--- src/hw/rtl/i2ra_pkg.sv ---
`timescale 1ns / 1ps

package i2ra_pkg;

  // ascii codes and digit limits
  localparam logic [7:0] CHAR_ZERO   = 8'h30;
  localparam logic [7:0] CHAR_A      = 8'h41;
  localparam logic [7:0] CHAR_MINUS  = 8'h2D;
  localparam logic [5:0] DIGIT_LIMIT = 6'd9;
  localparam logic [5:0] RADIX_MIN   = 6'd2;
  localparam logic [5:0] RADIX_MAX   = 6'd36;
  localparam logic [6:0] MAX_CHARS_RESET = 7'd34;

  // controller states
  typedef enum logic [2:0] {
    ST_IDLE,
    ST_DIVIDE,
    ST_STORE,
    ST_CHECK,
    ST_SIGN,
    ST_READ,
    ST_PUT
  } state_t;

  // controller to datapath
  typedef struct packed {
    logic load;
    logic div_step;
    logic store;
    logic emit_ovf;
    logic emit_sign;
    logic read;
    logic emit_digit;
  } dp_cmd_t;

  // datapath to controller
  typedef struct packed {
    logic div_last;
    logic quo_zero;
    logic fits;
    logic neg;
    logic last_digit;
    logic out_free;
  } dp_status_t;

  // digit value to ascii
  function automatic logic [7:0] digit_char(input logic [5:0] d);
    logic [7:0] c;
    if (d > DIGIT_LIMIT) begin
      c = CHAR_A + 8'(d - (DIGIT_LIMIT + 6'd1));
    end else begin
      c = CHAR_ZERO + 8'(d);
    end
    return c;
  endfunction

endpackage

--- src/hw/rtl/i2ra_if.sv ---
`timescale 1ns / 1ps

// input item channel
interface i2ra_in_if;
  logic        valid;
  logic        ready;
  logic [31:0] value;
  logic        is_signed;
  logic [5:0]  radix;

  modport source (output valid, value, is_signed, radix, input ready);
  modport sink (input valid, value, is_signed, radix, output ready);
endinterface

// result item channel
interface i2ra_out_if;
  logic       valid;
  logic       ready;
  logic [7:0] char_code;
  logic       last;
  logic       overflow;
  logic [5:0] char_count;

  modport source (output valid, char_code, last, overflow, char_count, input ready);
  modport sink (input valid, char_code, last, overflow, char_count, output ready);
endinterface

// capacity register write channel
interface i2ra_cfg_if;
  logic       valid;
  logic       ready;
  logic [6:0] data;

  modport source (output valid, data, input ready);
  modport sink (input valid, data, output ready);
endinterface

--- src/hw/rtl/i2ra_ram.sv ---
`timescale 1ns / 1ps

module i2ra_ram #(
  parameter int WIDTH = 6,
  parameter int DEPTH = 32
) (
  input  logic                     clk,
  input  logic                     we,
  input  logic [$clog2(DEPTH)-1:0] waddr,
  input  logic [WIDTH-1:0]         wdata,
  input  logic                     re,
  input  logic [$clog2(DEPTH)-1:0] raddr,
  output logic [WIDTH-1:0]         rdata
);

  logic [WIDTH-1:0] mem [DEPTH];

  // one write port, registered read
  always_ff @(posedge clk) begin
    if (we) begin
      mem[waddr] <= wdata;
    end
    if (re) begin
      rdata <= mem[raddr];
    end
  end

endmodule

--- src/hw/rtl/i2ra_ctrl.sv ---
`timescale 1ns / 1ps

module i2ra_ctrl (
  input  logic                 clk,
  input  logic                 rst,
  input  logic                 in_valid,
  output logic                 in_ready,
  input  i2ra_pkg::dp_status_t status,
  output i2ra_pkg::dp_cmd_t    cmd
);

  import i2ra_pkg::*;

  state_t state;
  state_t state_next;

  // state register
  always_ff @(posedge clk) begin
    if (rst) begin
      state <= ST_IDLE;
    end else begin
      state <= state_next;
    end
  end

  // next state
  always_comb begin
    state_next = state;
    unique case (state)
      ST_IDLE: begin
        if (in_valid) state_next = ST_DIVIDE;
      end
      ST_DIVIDE: begin
        if (status.div_last) state_next = ST_STORE;
      end
      ST_STORE: begin
        state_next = status.quo_zero ? ST_CHECK : ST_DIVIDE;
      end
      ST_CHECK: begin
        priority if (!status.fits) begin
          if (status.out_free) state_next = ST_IDLE;
        end else if (status.neg) begin
          state_next = ST_SIGN;
        end else begin
          state_next = ST_READ;
        end
      end
      ST_SIGN: begin
        if (status.out_free) state_next = ST_READ;
      end
      ST_READ: begin
        state_next = ST_PUT;
      end
      ST_PUT: begin
        if (status.out_free) state_next = status.last_digit ? ST_IDLE : ST_READ;
      end
      default: state_next = ST_IDLE;
    endcase
  end

  // commands
  always_comb begin
    cmd      = '0;
    in_ready = 1'b0;
    unique case (state)
      ST_IDLE: begin
        in_ready = 1'b1;
        cmd.load = in_valid;
      end
      ST_DIVIDE: cmd.div_step = 1'b1;
      ST_STORE:  cmd.store = 1'b1;
      ST_CHECK:  cmd.emit_ovf = !status.fits && status.out_free;
      ST_SIGN:   cmd.emit_sign = status.out_free;
      ST_READ:   cmd.read = 1'b1;
      ST_PUT:    cmd.emit_digit = status.out_free;
      default:   cmd = '0;
    endcase
  end

endmodule

--- src/hw/rtl/i2ra_datapath.sv ---
`timescale 1ns / 1ps

module i2ra_datapath #(
  parameter int VALUE_BITS = 32
) (
  input  logic                 clk,
  input  logic                 rst,
  input  i2ra_pkg::dp_cmd_t    cmd,
  output i2ra_pkg::dp_status_t status,
  input  logic [31:0]          in_value,
  input  logic                 in_is_signed,
  input  logic [5:0]           in_radix,
  input  logic                 cfg_we,
  input  logic [6:0]           cfg_data,
  output logic                 out_valid,
  input  logic                 out_ready,
  output logic [7:0]           out_char_code,
  output logic                 out_last,
  output logic                 out_overflow,
  output logic [5:0]           out_char_count
);

  import i2ra_pkg::*;

  localparam int AW    = $clog2(VALUE_BITS);
  localparam int CW    = $clog2(VALUE_BITS + 1);
  localparam int LEN_W = $clog2(VALUE_BITS + 3);
  localparam int CMP_W = (LEN_W > 7) ? LEN_W : 7;

  logic [VALUE_BITS-1:0] quo;
  logic [5:0]            rem;
  logic [5:0]            radix;
  logic                  neg;
  logic [AW-1:0]         bitcnt;
  logic [CW-1:0]         nd;
  logic [AW-1:0]         rd_idx;
  logic [6:0]            max_chars;

  logic [VALUE_BITS-1:0] v_in;
  logic                  neg_in;
  logic [VALUE_BITS-1:0] mag_in;
  logic [5:0]            radix_in;
  logic [6:0]            r2;
  logic                  ge;
  logic [5:0]            rem_step;
  logic [LEN_W-1:0]      len;
  logic [5:0]            ram_rdata;
  logic                  out_free;

  // operand prep: mask, magnitude, radix clamp
  assign v_in   = VALUE_BITS'(in_value);
  assign neg_in = in_is_signed & v_in[VALUE_BITS-1];
  assign mag_in = neg_in ? (v_in ^ '1) + 1'b1 : v_in;

  always_comb begin
    priority if (in_radix < RADIX_MIN) begin
      radix_in = RADIX_MIN;
    end else if (in_radix > RADIX_MAX) begin
      radix_in = RADIX_MAX;
    end else begin
      radix_in = in_radix;
    end
  end

  // restoring divide step, one quotient bit per cycle
  assign r2       = {rem, quo[VALUE_BITS-1]};
  assign ge       = r2 >= {1'b0, radix};
  assign rem_step = ge ? 6'(r2 - {1'b0, radix}) : r2[5:0];

  // conversion registers
  always_ff @(posedge clk) begin
    if (rst) begin
      bitcnt <= '0;
      nd     <= '0;
      rd_idx <= '0;
    end else begin
      if (cmd.load) begin
        quo    <= mag_in;
        rem    <= '0;
        radix  <= radix_in;
        neg    <= neg_in;
        bitcnt <= '0;
        nd     <= '0;
      end
      if (cmd.div_step) begin
        quo    <= {quo[VALUE_BITS-2:0], ge};
        rem    <= rem_step;
        bitcnt <= bitcnt + 1'b1;
      end
      if (cmd.store) begin
        nd     <= nd + 1'b1;
        rd_idx <= nd[AW-1:0];
        rem    <= '0;
        bitcnt <= '0;
      end
      if (cmd.emit_digit && rd_idx != '0) begin
        rd_idx <= rd_idx - 1'b1;
      end
    end
  end

  // digit store, least significant digit first
  i2ra_ram #(
    .WIDTH (6),
    .DEPTH (VALUE_BITS)
  ) u_ram (
    .clk   (clk),
    .we    (cmd.store),
    .waddr (nd[AW-1:0]),
    .wdata (rem),
    .re    (cmd.read),
    .raddr (rd_idx),
    .rdata (ram_rdata)
  );

  // capacity register
  always_ff @(posedge clk) begin
    if (rst) begin
      max_chars <= MAX_CHARS_RESET;
    end else if (cfg_we) begin
      max_chars <= cfg_data;
    end
  end

  assign len      = LEN_W'(nd) + LEN_W'(neg);
  assign out_free = !out_valid || out_ready;

  // status back to the controller
  always_comb begin
    status            = '0;
    status.div_last   = bitcnt == AW'(VALUE_BITS - 1);
    status.quo_zero   = quo == '0;
    status.fits       = (CMP_W'(len) + 1'b1) <= CMP_W'(max_chars);
    status.neg        = neg;
    status.last_digit = rd_idx == '0;
    status.out_free   = out_free;
  end

  // output register
  always_ff @(posedge clk) begin
    if (rst) begin
      out_valid <= 1'b0;
    end else if (cmd.emit_ovf || cmd.emit_sign || cmd.emit_digit) begin
      out_valid <= 1'b1;
    end else if (out_ready) begin
      out_valid <= 1'b0;
    end
  end

  always_ff @(posedge clk) begin
    priority if (cmd.emit_ovf) begin
      out_char_code  <= '0;
      out_last       <= 1'b1;
      out_overflow   <= 1'b1;
      out_char_count <= '0;
    end else if (cmd.emit_sign) begin
      out_char_code  <= CHAR_MINUS;
      out_last       <= 1'b0;
      out_overflow   <= 1'b0;
      out_char_count <= '0;
    end else if (cmd.emit_digit) begin
      out_char_code  <= digit_char(ram_rdata);
      out_last       <= rd_idx == '0;
      out_overflow   <= 1'b0;
      out_char_count <= (rd_idx == '0) ? 6'(len) : '0;
    end
  end

endmodule

--- src/hw/rtl/integer_to_radix_ascii.sv ---
`timescale 1ns / 1ps

// Converts a value (low VALUE_BITS bits of din.value, two's complement when
// is_signed is set) to ASCII digits in radix 2..36 (out-of-range radix is
// clamped), '0'-'9' then 'A'-'Z', most significant first, with a leading '-'
// for a negative signed value; the last character carries last and the
// character count. If the characters plus a terminator exceed max_chars (reset
// 34), one item with overflow, last, code 0 and count 0 is sent instead.
// One item at a time: a one-bit-per-cycle shared divider produces each digit,
// digits go LSB first into a small RAM, then each digit character is sent in
// two steps (RAM read, output load); the load, and a sign or overflow item,
// wait until the output register is free.
module integer_to_radix_ascii #(
  parameter int VALUE_BITS = 32
) (
  input logic         clk,
  input logic         rst,
  i2ra_in_if.sink     din,
  i2ra_out_if.source  dout,
  i2ra_cfg_if.sink    cfg
);

  import i2ra_pkg::*;

  dp_cmd_t    cmd;
  dp_status_t status;

  assign cfg.ready = 1'b1;

  // sequencer
  i2ra_ctrl u_ctrl (
    .clk      (clk),
    .rst      (rst),
    .in_valid (din.valid),
    .in_ready (din.ready),
    .status   (status),
    .cmd      (cmd)
  );

  // divider, digit store and output register
  i2ra_datapath #(
    .VALUE_BITS (VALUE_BITS)
  ) u_dp (
    .clk            (clk),
    .rst            (rst),
    .cmd            (cmd),
    .status         (status),
    .in_value       (din.value),
    .in_is_signed   (din.is_signed),
    .in_radix       (din.radix),
    .cfg_we         (cfg.valid),
    .cfg_data       (cfg.data),
    .out_valid      (dout.valid),
    .out_ready      (dout.ready),
    .out_char_code  (dout.char_code),
    .out_last       (dout.last),
    .out_overflow   (dout.overflow),
    .out_char_count (dout.char_count)
  );

endmodule

--- src/flat_wrapper.sv ---
// flat-port wrapper written by rule: the top's interface ports become plain ports
module integer_to_radix_ascii_flat import i2ra_pkg::*;
#(
  parameter int VALUE_BITS = 32
)
  (clk, rst, din_valid, din_value, din_is_signed, din_radix, din_ready, dout_valid, dout_char_code, dout_last, dout_overflow, dout_char_count, dout_ready, cfg_valid, cfg_data, cfg_ready);
  i2ra_in_if din_i ();
  i2ra_out_if dout_i ();
  i2ra_cfg_if cfg_i ();
  input logic clk;
  input logic rst;
  input wire logic [$bits(din_i.valid)-1:0] din_valid;
  input wire logic [$bits(din_i.value)-1:0] din_value;
  input wire logic [$bits(din_i.is_signed)-1:0] din_is_signed;
  input wire logic [$bits(din_i.radix)-1:0] din_radix;
  output wire logic [$bits(din_i.ready)-1:0] din_ready;
  output wire logic [$bits(dout_i.valid)-1:0] dout_valid;
  output wire logic [$bits(dout_i.char_code)-1:0] dout_char_code;
  output wire logic [$bits(dout_i.last)-1:0] dout_last;
  output wire logic [$bits(dout_i.overflow)-1:0] dout_overflow;
  output wire logic [$bits(dout_i.char_count)-1:0] dout_char_count;
  input wire logic [$bits(dout_i.ready)-1:0] dout_ready;
  input wire logic [$bits(cfg_i.valid)-1:0] cfg_valid;
  input wire logic [$bits(cfg_i.data)-1:0] cfg_data;
  output wire logic [$bits(cfg_i.ready)-1:0] cfg_ready;
  assign din_i.valid = din_valid;
  assign din_i.value = din_value;
  assign din_i.is_signed = din_is_signed;
  assign din_i.radix = din_radix;
  assign din_ready = din_i.ready;
  assign dout_valid = dout_i.valid;
  assign dout_char_code = dout_i.char_code;
  assign dout_last = dout_i.last;
  assign dout_overflow = dout_i.overflow;
  assign dout_char_count = dout_i.char_count;
  assign dout_i.ready = dout_ready;
  assign cfg_i.valid = cfg_valid;
  assign cfg_i.data = cfg_data;
  assign cfg_ready = cfg_i.ready;
  integer_to_radix_ascii #(.VALUE_BITS(VALUE_BITS)) u_core (.clk(clk), .rst(rst), .din(din_i), .dout(dout_i), .cfg(cfg_i));
endmodule
--- config.mk ---
export PLATFORM = sky130hd
export DESIGN_NAME = integer_to_radix_ascii_flat
export DESIGN_NICKNAME = d
export VERILOG_FILES = /design/src/hw/rtl/i2ra_pkg.sv /design/src/hw/rtl/i2ra_if.sv /design/src/hw/rtl/i2ra_ram.sv /design/src/hw/rtl/i2ra_ctrl.sv /design/src/hw/rtl/i2ra_datapath.sv /design/src/hw/rtl/integer_to_radix_ascii.sv /design/src/flat_wrapper.sv
export SDC_FILE = /design/constraint.sdc
export NUM_CORES = 1
export LEC_CHECK = 0
export ABC_CLOCK_PERIOD_IN_PS = 9550
export BUFFER_PORTS_ARGS = -buffer_cell sky130_fd_sc_hd__buf_2
export CORE_ASPECT_RATIO = 0.5
export CORE_MARGIN = 2
export CORE_UTILIZATION = 53
export CTS_BUF_LIST = sky130_fd_sc_hd__clkbuf_16
export CTS_CLUSTER_SIZE = 16
export DETAILED_ROUTE_END_ITERATION = 8
export PLACE_DENSITY = 0.78
export SKIP_CTS_REPAIR_TIMING = 1
export SYNTH_ARGS = -nofsm -noshare
export SYNTH_HDL_FRONTEND = slang
export SYNTH_HIERARCHICAL = 1
export SYNTH_SLANG_ARGS = --single-unit
--- constraint.sdc ---
create_clock -name clk -period 9.55 [get_ports clk]
set_input_delay 2.3875 -clock clk [delete_from_list [all_inputs] [get_ports clk]]
set_output_delay 2.3875 -clock clk [all_outputs]
set_load 0.01 [all_outputs]
==> impl_results.md, run 1 <==
* Worst-Margin Slew at 1.20 ns
* Final hold viol count at 0
* Worst path max stage delay at 0.89 ns
* Leakage at 4.94 nW
* Synth unique cells at 65
* PwrDens at ~180 nW/um^2
* Worst vdd ir at 0.123 mV
* First-pass GRT wire length at ~45000 microns
* RSZ-0062 raised after global routing: no
* Post-synthesis mux area share at 0.123
* WP data arrival at 4.67 ns
* GP Congestion at approximately 0.92
* Worst EP required at 9.99 ns
* Status: complete, no violations
* Cts bufs inserted at 26
* Initial drt markers at 844
* Initial antenna violation count at 0
* Area grow syn2layout at 10.7%
* Sequential fraction of the synthesis area at 0.615
* Leading area contributor after synthesis: edfxtp_1
* Worst-Skew Late Latency at 0.53 ns
* Worst setup EP type: register
* Pre-Repair DR Iteration Count at 7
* Slew headroom at 0.202
* Cell row count at 40
* Final setup TNS at 0 ns
* Most common cell after layout, fill and taps aside: edfxtp_1
* IO Count at 70
* Synth Cell Area at between 10000 and 15000 sq um
* CP Cell Sequence: ha_1, ha_1, nand2_1, o22ai_1, nand2_1, xor2_1, ha_1, a21oi_1, nor2b_1, o21ai_0, o21ai_0, o22ai_1, nor4_1, buf_4, nor3_1, nand2_1, o21ai_0
* Syn nets at ~1.0k
* Top cells by area, synth: edfxtp_1 (55%), mux4_2 (10%), dfxtp_1 (6.5%), ha_1 (2.5%), nor2_1 (2.5%)
* Crit path launch type: register
* Fin crit period at 4.22 ns
* Mean Syn Cell Area at 13.8 sq um
* Period utilisation layout at 0.442
* Max Slew Vio Count at 0
* Slowest-stage cell, CP: nor3_1
* CP Max Fanout at 11
* Vias at between 8k and 9k
* Largest net degree at the start of global routing at 62
* WL met2 at 14000 microns
* Ratio of cells with drive above 1 in the final layout at 0.196
* DIE HEIGHT at ~120 microns
* Max Fclk at 0.237 GHz
* Post-Syn Instances at 958
* Die X at 228 microns
* Ant diodes at 0
* # setup viols final at 0
* Met1 Wirelength at 11700 microns
* Die area at 26400 sq um
* Detail Route Antenna Nets at 0
* Nets@finish at 1092
* H-tree levels at 1
* Avg Vias per Cell at 6.04
* Core area at 24300 sq um
* Fin Clk Skew at 0.00878 ns
* Hold Path Class: register to register
* CTS tree: yes
* Clock-pin slew on the worst setup and hold paths at 0.07 ns
* Most frequent cells in the layout: edfxtp_1 (243), nor2_1 (87), buf_2 (68)
* Asr flop ratio synth at 0
* Grt total ovfl at 0
* DRC Markers at 0
* Layout Cells excl Fill at 1369
* Largest family of logic cells by synthesized area: multiplexers
* Core Util, Final at 0.605
* Starting Density at 0.546
* Metal3 WL at between 2000 and 2500 microns
* Kind of critical path: register to register
* Top_reg_cell synth: edfxtp_1
* Post-Synth Adder-Cell Area at 0.0277
* Flop2flop setup slack at about 5.3 ns
* Wire per inst at 20.7 microns
* Via count of the first global-routing pass at approximately 8.3k
* Buffers on Ports at 68
* Compound-gate portion of the synthesized area at 0.0740
* Yosys warns at 6
* #FFs+latches synth at 286
* Bufs on Longest Clock Path at 3
* Clk Tree Root Cell: clkbuf_16
* Hpwl dp at ~19000 microns
* Final Total Pwr at 0.00269 W
* Top layer reached by signal wires: met4
* Clk sinks at 286
* Synth Area in XOR/XNOR at 0.0284
* Max-capacitance violation count at 0
* Routed WL at 28400 microns
* Overall global routing resource usage at 0.219
* Post-Synth Simple-Gate Area at 0.102
* EDFF count, synth at 243
* Post-synth top area share at 0.550
* Placed cell count at 1321
-- metal layers --
metal | global-route usage | vias up
li1 | - | 3788
met1 | 0.290 | 4103
met2 | 0.383 | 325
met3 | 0.0416 | 54
met4 | 0.0509 | 0
met5 | 0 | -
-- area by class of cell --
class | instances | area [sq um]
clock buffers | 30 | 751
clock inverters | 18 | 81.3
fillers | 1767 | 9590
inverters | 41 | 154
multi-input cells | 584 | 4730
flip-flops and latches | 286 | 8160
well taps | 336 | 420
repair buffers | 74 | 385
-- flip-flops by register name (all words and copies together) (netlist names) --
signal and count:
u_core/u_dp/u_ram/mem 192, u_core/u_dp/quo 32, u_core/u_dp/out_char_code 8, u_core/u_dp/max_chars 7, u_core/u_dp/nd 6, u_core/u_dp/out_char_count 6, u_core/u_dp/radix 6, u_core/u_dp/rem 6
u_core/u_dp/u_ram/rdata 6, u_core/u_dp/bitcnt 5, u_core/u_dp/rd_idx 5, u_core/u_ctrl/state 3, u_core/u_dp/neg 1, u_core/u_dp/out_last 1, u_core/u_dp/out_overflow 1, u_core/u_dp/out_valid 1
-- stage by stage --
step	setup slack, ns	hold slack (ns)	area [sq um]
6_report	5.33	0.450	14700
2_1_floorplan	5.00	0.460	13300
3_3_place_gp	4.99	0.435	13900
3_5_place_dp	4.94	0.441	13900
4_1_cts	5.41	0.456	14700
5_1_grt	4.79	0.483	14700
-- logic make-up (layout without fill, tap and decap cells) --
group,count (synthesis),after routing
buf+inv,88,163
other cells,1,1
xor+xnor,43,43
flops,286,286
compound gates,160,160
simple gates,265,265
mux,86,86
fa+ha+maj,29,29
-- where the power goes --
group | internal [W] | switching [W]
clock network | 0.000561 | 0.000440
registers | 0.00143 | 0.0000527
logic | 0.0000830 | 0.000127
-- worst paths after layout --
path	cells past startpoint	startpoint	end
worst max-delay path	17	u_core/u_dp/nd[0]	u_core/u_dp/out_char_code[4]
worst min-delay path	2	u_core/u_dp/out_char_code[1]	u_core/u_dp/out_char_code[1]
worst max register to register	17	u_core/u_dp/nd[0]	u_core/u_dp/out_char_code[4]
worst min register to register	2	u_core/u_dp/out_char_code[1]	u_core/u_dp/out_char_code[1]
-- cell usage after synthesis (6+ instances only) --
master / n
xor2_1: 17
and3_1: 7
a41oi_1: 11
o31ai_1: 6
buf_6: 6
nor2_1: 89
nand3b_1: 8
nand2b_1: 9
nand3_1: 17
nand2_1: 57
xnor2_1: 26
nand4_1: 6
nor3_1: 20
mux2_2: 14
mux2i_1: 12
a31oi_1: 13
edfxtp_1: 243
inv_1: 40
dfxtp_1: 43
nor4_1: 12
o21ai_0: 56
nor2b_1: 12
a21oi_1: 40
ha_1: 27
clkbuf_1: 31
mux4_2: 60
-- critical path, delay by kind of cell, from the launching register on --
family                     cells  cell delay (ns)
AOI/OAI and AO/OA              6             1.10
xor gates and xnor gates       1             0.16
adders and majority gates      3             0.75
buffers and inverters          1             0.18
DFF                            1             0.55
and+or+nand+nor                6             1.40
Power figures use the tool's default switching activity.
==> run 2, diff against run 1 <==
ABC_AREA = 1   (was unset)
ABC_CLOCK_PERIOD_IN_PS = 4000   (was 9550)
PLACE_DENSITY = 0.77   (was 0.78)
clock period = 4 ns   (was 9.55 ns; I/O delays follow)
==> run 2 against run 1 <==
Against the previous run:
- clock skew up 0.0032 ns
- global-route usage is 0.72 points higher
- flip-flop and latch count unchanged
- count of clock-buffer cells in the layout fell by 3
- clock power up 140%
- die area grew 5.6%
- synthesized area up 5.7%
- register-to-register slack got worse by 5.0 ns
- critical path depth rose by 5
- largest power group unchanged
==> impl_results.md, run 2 <==
* DIE HEIGHT at 119 microns
* Yosys warns at 6
* IO Count at 70
* Period utilisation layout at 0.925
* Vias at ~11k
* Synth Cell Area at 14000 sq um
* Starting Density at 0.535
* Wire per inst at 16.2 microns
* Worst-Margin Slew at 1.19 ns
* Top_reg_cell synth: edfxtp_1
* Max Slew Vio Count at 0
* Most frequent cells in the layout: nand2_1 (483), edfxtp_1 (243), nand3_1 (210)
* H-tree levels at 1
* EDFF count, synth at about 240
* Most common cell after layout, fill and taps aside: nand2_1
* Reg-to-Reg End: u_core/u_dp/out_valid
* Via count of the first global-routing pass at 9912
* Largest net degree at the start of global routing at 97
* PwrDens at 578 nW/um^2
* Cell row count at 42
* Most used cell, CP: inv_1
* Sequential fraction of the synthesis area at 0.582
* Final hold viol count at 0
* Most common cell in the netlist: nand2_1
* Kind of critical path: register to register
* CTS tree: yes
* Clock-pin slew on the worst setup and hold paths at 0.07 ns
* Nets@finish at around 1.7k
* Number of flip-flops in the largest register at 192
* Flop2flop setup slack at 0.30 ns
* Area grow syn2layout at 9.51%
* Reg2reg start: u_core/u_dp/neg
* Leakage at 6.12 nW
* Min-Delay Endpoint: u_core/u_dp/bitcnt[3]
* Mean Syn Cell Area at 9.21 sq um
* Worst R2R Path Depth at 22
* Overall global routing resource usage at 0.226
* Pre-Repair DR Iteration Count at 7
* Buffers on Ports at 68
* Worst EP required at 4.43 ns
* Post-synth top cells: nand2_1 (483), edfxtp_1 (243), nand3_1 (210), nor2_1 (137), inv_1 (103)
* Bufs on Longest Clock Path at 3
* Hold_ws at 0.431 ns
* Post-Syn Instances at 1522
* Die X at 234 microns
* Avg Vias per Cell at 5.47
* Slowest-stage cell, CP: nor2_1
* DRC Markers at 0
* Initial drt markers at 1062
* Max Fclk at roughly 0.27 GHz
* CP Max Fanout at 11
* Grt total ovfl at 0
* Fin Clk Skew at 0.0120 ns
* Syn nets at 1601
* Leading area contributor after synthesis: edfxtp_1
* Asr flop ratio synth at 0
* Worst setup EP type: register
* Worst path max stage delay at around 0.57 ns
* Top cells by area, synth: edfxtp_1 (52%), nand2_1 (13%), nand3_1 (7.5%), dfxtp_1 (6.1%), nor2_1 (3.7%)
* Slew headroom at 0.205
* Cts bufs inserted at 26
* Core area at 26200 sq um
* #FFs+latches synth at 286
* CP Cell Sequence: ha_1, ha_1, ha_1, inv_1, nor2_1, nand3_1, nand2_1, inv_1, ha_1, a21oi_1, o21ai_0, a21oi_1, a41o_1, inv_1, nand2_2, nor2_1, nor2_1, inv_1, nor2_1, nand2_1, nand2_1, inv_1
* RSZ-0062 raised after global routing: no
* Initial antenna violation count at 0
* Worst-Skew Late Latency at 0.54 ns
* Clk sinks at 286
* Detail Route Antenna Nets at 0
* Max-capacitance violation count at 0
* Worst vdd ir at 0.360 mV
* Fin crit period at 3.70 ns
* Hold depth at 1
* Worst Hold Launch: u_core/u_dp/bitcnt[3]
* Status: complete, no violations
* First-pass GRT wire length at between 50000 and 60000 microns
* Routed WL at 31400 microns
* Final setup TNS at 0 ns
* Hold Path Class: register to register
* WP data arrival at approximately 4.1 ns
* Most flops, register: u_core/u_dp/u_ram/mem
* Ratio of cells with drive above 1 in the final layout at 0.110
* Die area at ~28000 sq um
* Largest registers: u_core/u_dp/u_ram/mem: 192 flops, u_core/u_dp/quo: 32 flops, u_core/u_dp/out_char_code: 8 flops
* # setup viols final at 0
* Clk Tree Root Cell: clkbuf_16
* Post-synth top area share at 0.520
* Synth unique cells at 54
* Crit path launch type: register
* Hpwl dp at 20400 microns
* GP Congestion at 0.903
* Ant diodes at 0
run 2: worst max-delay path, delay by kind of cell (launching register included):
| family | cells | cell delay [ns] |
|---|---|---|
| and+or+nand+nor | 9 | 1.36 |
| adders and majority gates | 4 | 1.04 |
| buffers and inverters | 5 | 0.29 |
| DFF | 1 | 0.42 |
| AOI/OAI and AO/OA | 4 | 0.49 |
run 2: kinds of logic after synthesis:
group / after synthesis / share of synthesized area
buf+inv: 170 / 0.0560
flops: 286 / 0.582
simple gates: 901 / 0.277
other cells: 1 / 0.000267
fa+ha+maj: 28 / 0.0255
xor+xnor: 16 / 0.0105
compound gates: 120 / 0.0488
run 2: worst max-delay path by stage:
stage	start	to	slack [ns]	depth (start not counted)
after global routing	u_core/u_dp/neg	u_core/u_dp/out_valid	0.006	21
after detailed placement	u_core/u_dp/neg	u_core/u_dp/out_valid	0.35	22
after floorplan	u_core/u_dp/neg	u_core/u_dp/out_char_count[0]	0.74	21
final	u_core/u_dp/neg	u_core/u_dp/out_valid	0.30	22
after global placement	u_core/u_dp/neg	u_core/u_dp/out_valid	0.45	22
after CTS	u_core/u_dp/neg	u_core/u_dp/out_valid	0.32	22
run 2: cell type report:
class / instances / area (sq um)
inverters: 109 / 414
well taps: 352 / 440
multi-input cells: 1066 / 5080
fillers: 2166 / 10900
repair buffers: 82 / 445
flip-flops and latches: 286 / 8160
clock inverters: 21 / 136
clock buffers: 27 / 676
run 2: through the flow:
step                cell area (sq um)  std cells  setup WS, ns   util  total power, W
global placement                14500       1895         0.450  0.555         0.00648
floorplan                       14000       1522         0.741      -         0.00585
detailed placement              14500       1895         0.346  0.555         0.00653
global route                    15400       1943       0.00561  0.586         0.00937
CTS                             15400       1943         0.316  0.586         0.00889
finish                          15400       1943         0.300  0.586         0.00887
run 2: where the power goes:
part | internal (W) | switching [W] | total, W
Sequential | 0.00379 | 0.000261 | 0.00406
Clock | 0.00129 | 0.00107 | 0.00237
Combinational | 0.000726 | 0.00172 | 0.00245
Total | 0.00581 | 0.00305 | 0.00887
run 2: routing by layer:
| metal | routed length, microns | GRT usage | vias to the layer above |
|---|---|---|---|
| met5 | 0 | 0 | - |
| met4 | 631 | 0.0471 | 0 |
| met3 | 1940 | 0.0333 | 45 |
| met2 | 14800 | 0.371 | 345 |
| met1 | 14100 | 0.322 | 5015 |
| li1 | - | - | 5224 |
==> run 3, diff against run 2 <==
REMOVE_ABC_BUFFERS = 1   (was unset)
==> run 3 against run 2 <==
Against the previous run:
- setup slack better by 0.14 ns
- global-route usage about the same
- flip-flop and latch count is the same
- total power grew 1.9%
- sequential share of layout area down 0.28 points
- via count up 0.87%
- die area stayed put
- hold slack worse by 0.0025 ns
- cell count up 0.26%
- sequential power down 2%
- utilization grew 0.30 points
- highest routed layer unchanged
==> impl_results.md, run 3 (synthesis gave the netlist of run 2 again) <==
* Avg Vias per Cell at between 5 and 6
* Routed WL at 31400 microns
* Nets@finish at 1654
* Kind of critical path: register to register
* Core area at 26200 sq um
* Starting Density at 0.535
* Hold Path Class: register to register
* RSZ-0062 raised after global routing: no
* WP data arrival at 3.98 ns
* Max Slew Vio Count at 0
* Final setup margin at 0.443 ns
* Area of the multi-input gates at approximately 5100 sq um
* CTS tree: yes
* Max-capacitance violation count at 0
* # setup viols final at 0
* Wire per inst at 16.1 microns
* # fillers at 2151
* Detail Route Antenna Nets at 0
* PwrDens at just under 600 nW/um^2
* Worst setup EP type: register
* Clk Tree Root Cell: clkbuf_16
* Bufs on Longest Clock Path at 3
* Most flops, register: u_core/u_dp/u_ram/mem
* Buffers on Ports at 68
* Status: complete, no violations
* Slew headroom at 0.302
* GP Congestion at 0.894
* Worst vdd ir at 0.336 mV
* First-pass GRT wire length at 49900 microns
* DRC Markers at 0
* Leakage at 6.15 nW
* Pre-Repair DR Iteration Count at 5
* Dpl ws at 0.519 ns
* Hold depth at 1
* Die area at 27900 sq um
* CP Max Fanout at 6
* Worst EP required at 4.43 ns
* Area grow syn2layout at 10.1%
* Largest net degree at the start of global routing at 97
* Ratio of cells with drive above 1 in the final layout at 0.109
* Grt total ovfl at 0
* Final Total Pwr at 0.00904 W
* Hpwl dp at 20300 microns
* Period utilisation layout at 0.889
* Reg-to-Reg End: u_core/u_dp/out_char_count[0]
* IO Count at 70
* Worst R2R Path Depth at 21
* Initial drt markers at 982
* Fin Clk Skew at 0.0179 ns
* Die X at roughly 230 microns
* Reg2reg start: u_core/u_dp/neg
* Fin crit period at 3.56 ns
* Worst Setup EP: u_core/u_dp/out_char_count[0]
* Ant diodes at 0
* Vias at 10.7k
* Flop2flop setup slack at around 0.44 ns
* Worst-Margin Slew at 1.05 ns
* Most frequent cells in the layout: nand2_1 (483), edfxtp_1 (243), nand3_1 (210)
* Cts bufs inserted at 27
* Final hold viol count at 0
* Setup crit start: u_core/u_dp/neg
* Worst-Skew Late Latency at 0.55 ns
* Register Area at 8160 sq um
* DIE HEIGHT at about 120 microns
* Final setup TNS at 0 ns
* Most common cell after layout, fill and taps aside: nand2_1
* Clock-pin slew on the worst setup and hold paths at 0.06 ns
* Clk sinks at around 290
* Largest registers: u_core/u_dp/u_ram/mem: 192 flops, u_core/u_dp/quo: 32 flops, u_core/u_dp/out_char_code: 8 flops
* Number of flip-flops in the largest register at roughly 190
* Cell row count at 42
* Crit path launch type: register
* Initial antenna violation count at 0
* Overall global routing resource usage at 0.226
* Max Fclk at about 0.28 GHz
* Via count of the first global-routing pass at slightly below 10k
* H-tree levels at 1
==> run 3: cell count changes in the layout (fill, tap and decap cells not counted), sizes merged <==
| cell | change |
|---|---|
| buf | +3 |
| clkinv | -3 |
| bufinv | +2 |
| inv | +2 |
| clkinvlp | +1 |
==> run 3: per-layer routing <==
metal | wire length, microns | vias up | global-route usage | part of all wire
li1 | - | 5249 | - | -
met1 | 13400 | 5034 | 0.310 | 0.43
met2 | 14800 | 393 | 0.374 | 0.47
met3 | 2600 | 45 | 0.0462 | 0.083
met4 | 559 | 0 | 0.0463 | 0.018
met5 | 0 | - | 0 | 0
==> run 3: layout make-up <==
type,count,area share
Multi-Input combinational cell,1066,0.329
Clock buffer,27,0.0438
Timing Repair Buffer,85,0.0303
Sequential cell,286,0.529
Inverter,109,0.0268
Clock inverter,23,0.0125
Tap cell,352,0.0285
==> run 3: worst min-delay path by stage <==
stage	startpoint	end	slack, ns
6_report	u_core/u_dp/bitcnt[3]	u_core/u_dp/bitcnt[3]	0.43
5_1_grt	u_core/u_dp/bitcnt[3]	u_core/u_dp/bitcnt[3]	0.44
4_1_cts	u_core/u_dp/bitcnt[3]	u_core/u_dp/bitcnt[3]	0.43
3_5_place_dp	u_core/u_dp/bitcnt[3]	u_core/u_dp/bitcnt[3]	0.42
3_3_place_gp	u_core/u_dp/bitcnt[3]	u_core/u_dp/bitcnt[3]	0.42
2_1_floorplan	u_core/u_dp/bitcnt[3]	u_core/u_dp/bitcnt[3]	0.41
==> run 3: worst max-delay path: stages, from the launching register on <==
cell      delay [ns]
edfxtp_1        0.42
ha_1            0.22
ha_1            0.32
ha_1            0.19
inv_1           0.05
nor2_1          0.13
nand3_1         0.12
nand2_1         0.09
inv_1           0.04
ha_1            0.28
a21oi_1         0.06
o21ai_0         0.15
a21oi_1         0.06
a41o_1          0.22
inv_1           0.08
nand2_2         0.07
nor2_1          0.19
nor2_1          0.07
inv_1           0.15
nor2_1          0.13
buf_4           0.18
a32o_1          0.20
==> run 3: metrics by stage <==
step                      hold WS [ns]  instance area, sq um  instances   util
after floorplan                  0.405                 13700       1461      -
after global placement           0.416                 14600       1898  0.555
after detailed placement         0.420                 14600       1898  0.555
after CTS                        0.429                 15400       1948  0.589
after global routing             0.436                 15400       1948  0.589
final                            0.428                 15400       1948  0.589
==> run 3: where the power goes <==
part	switching, W	internal [W]	leakage (nW)
logic	0.00183	0.000743	3.15
clock network	0.00108	0.00142	0.442
registers	0.000171	0.00379	2.56
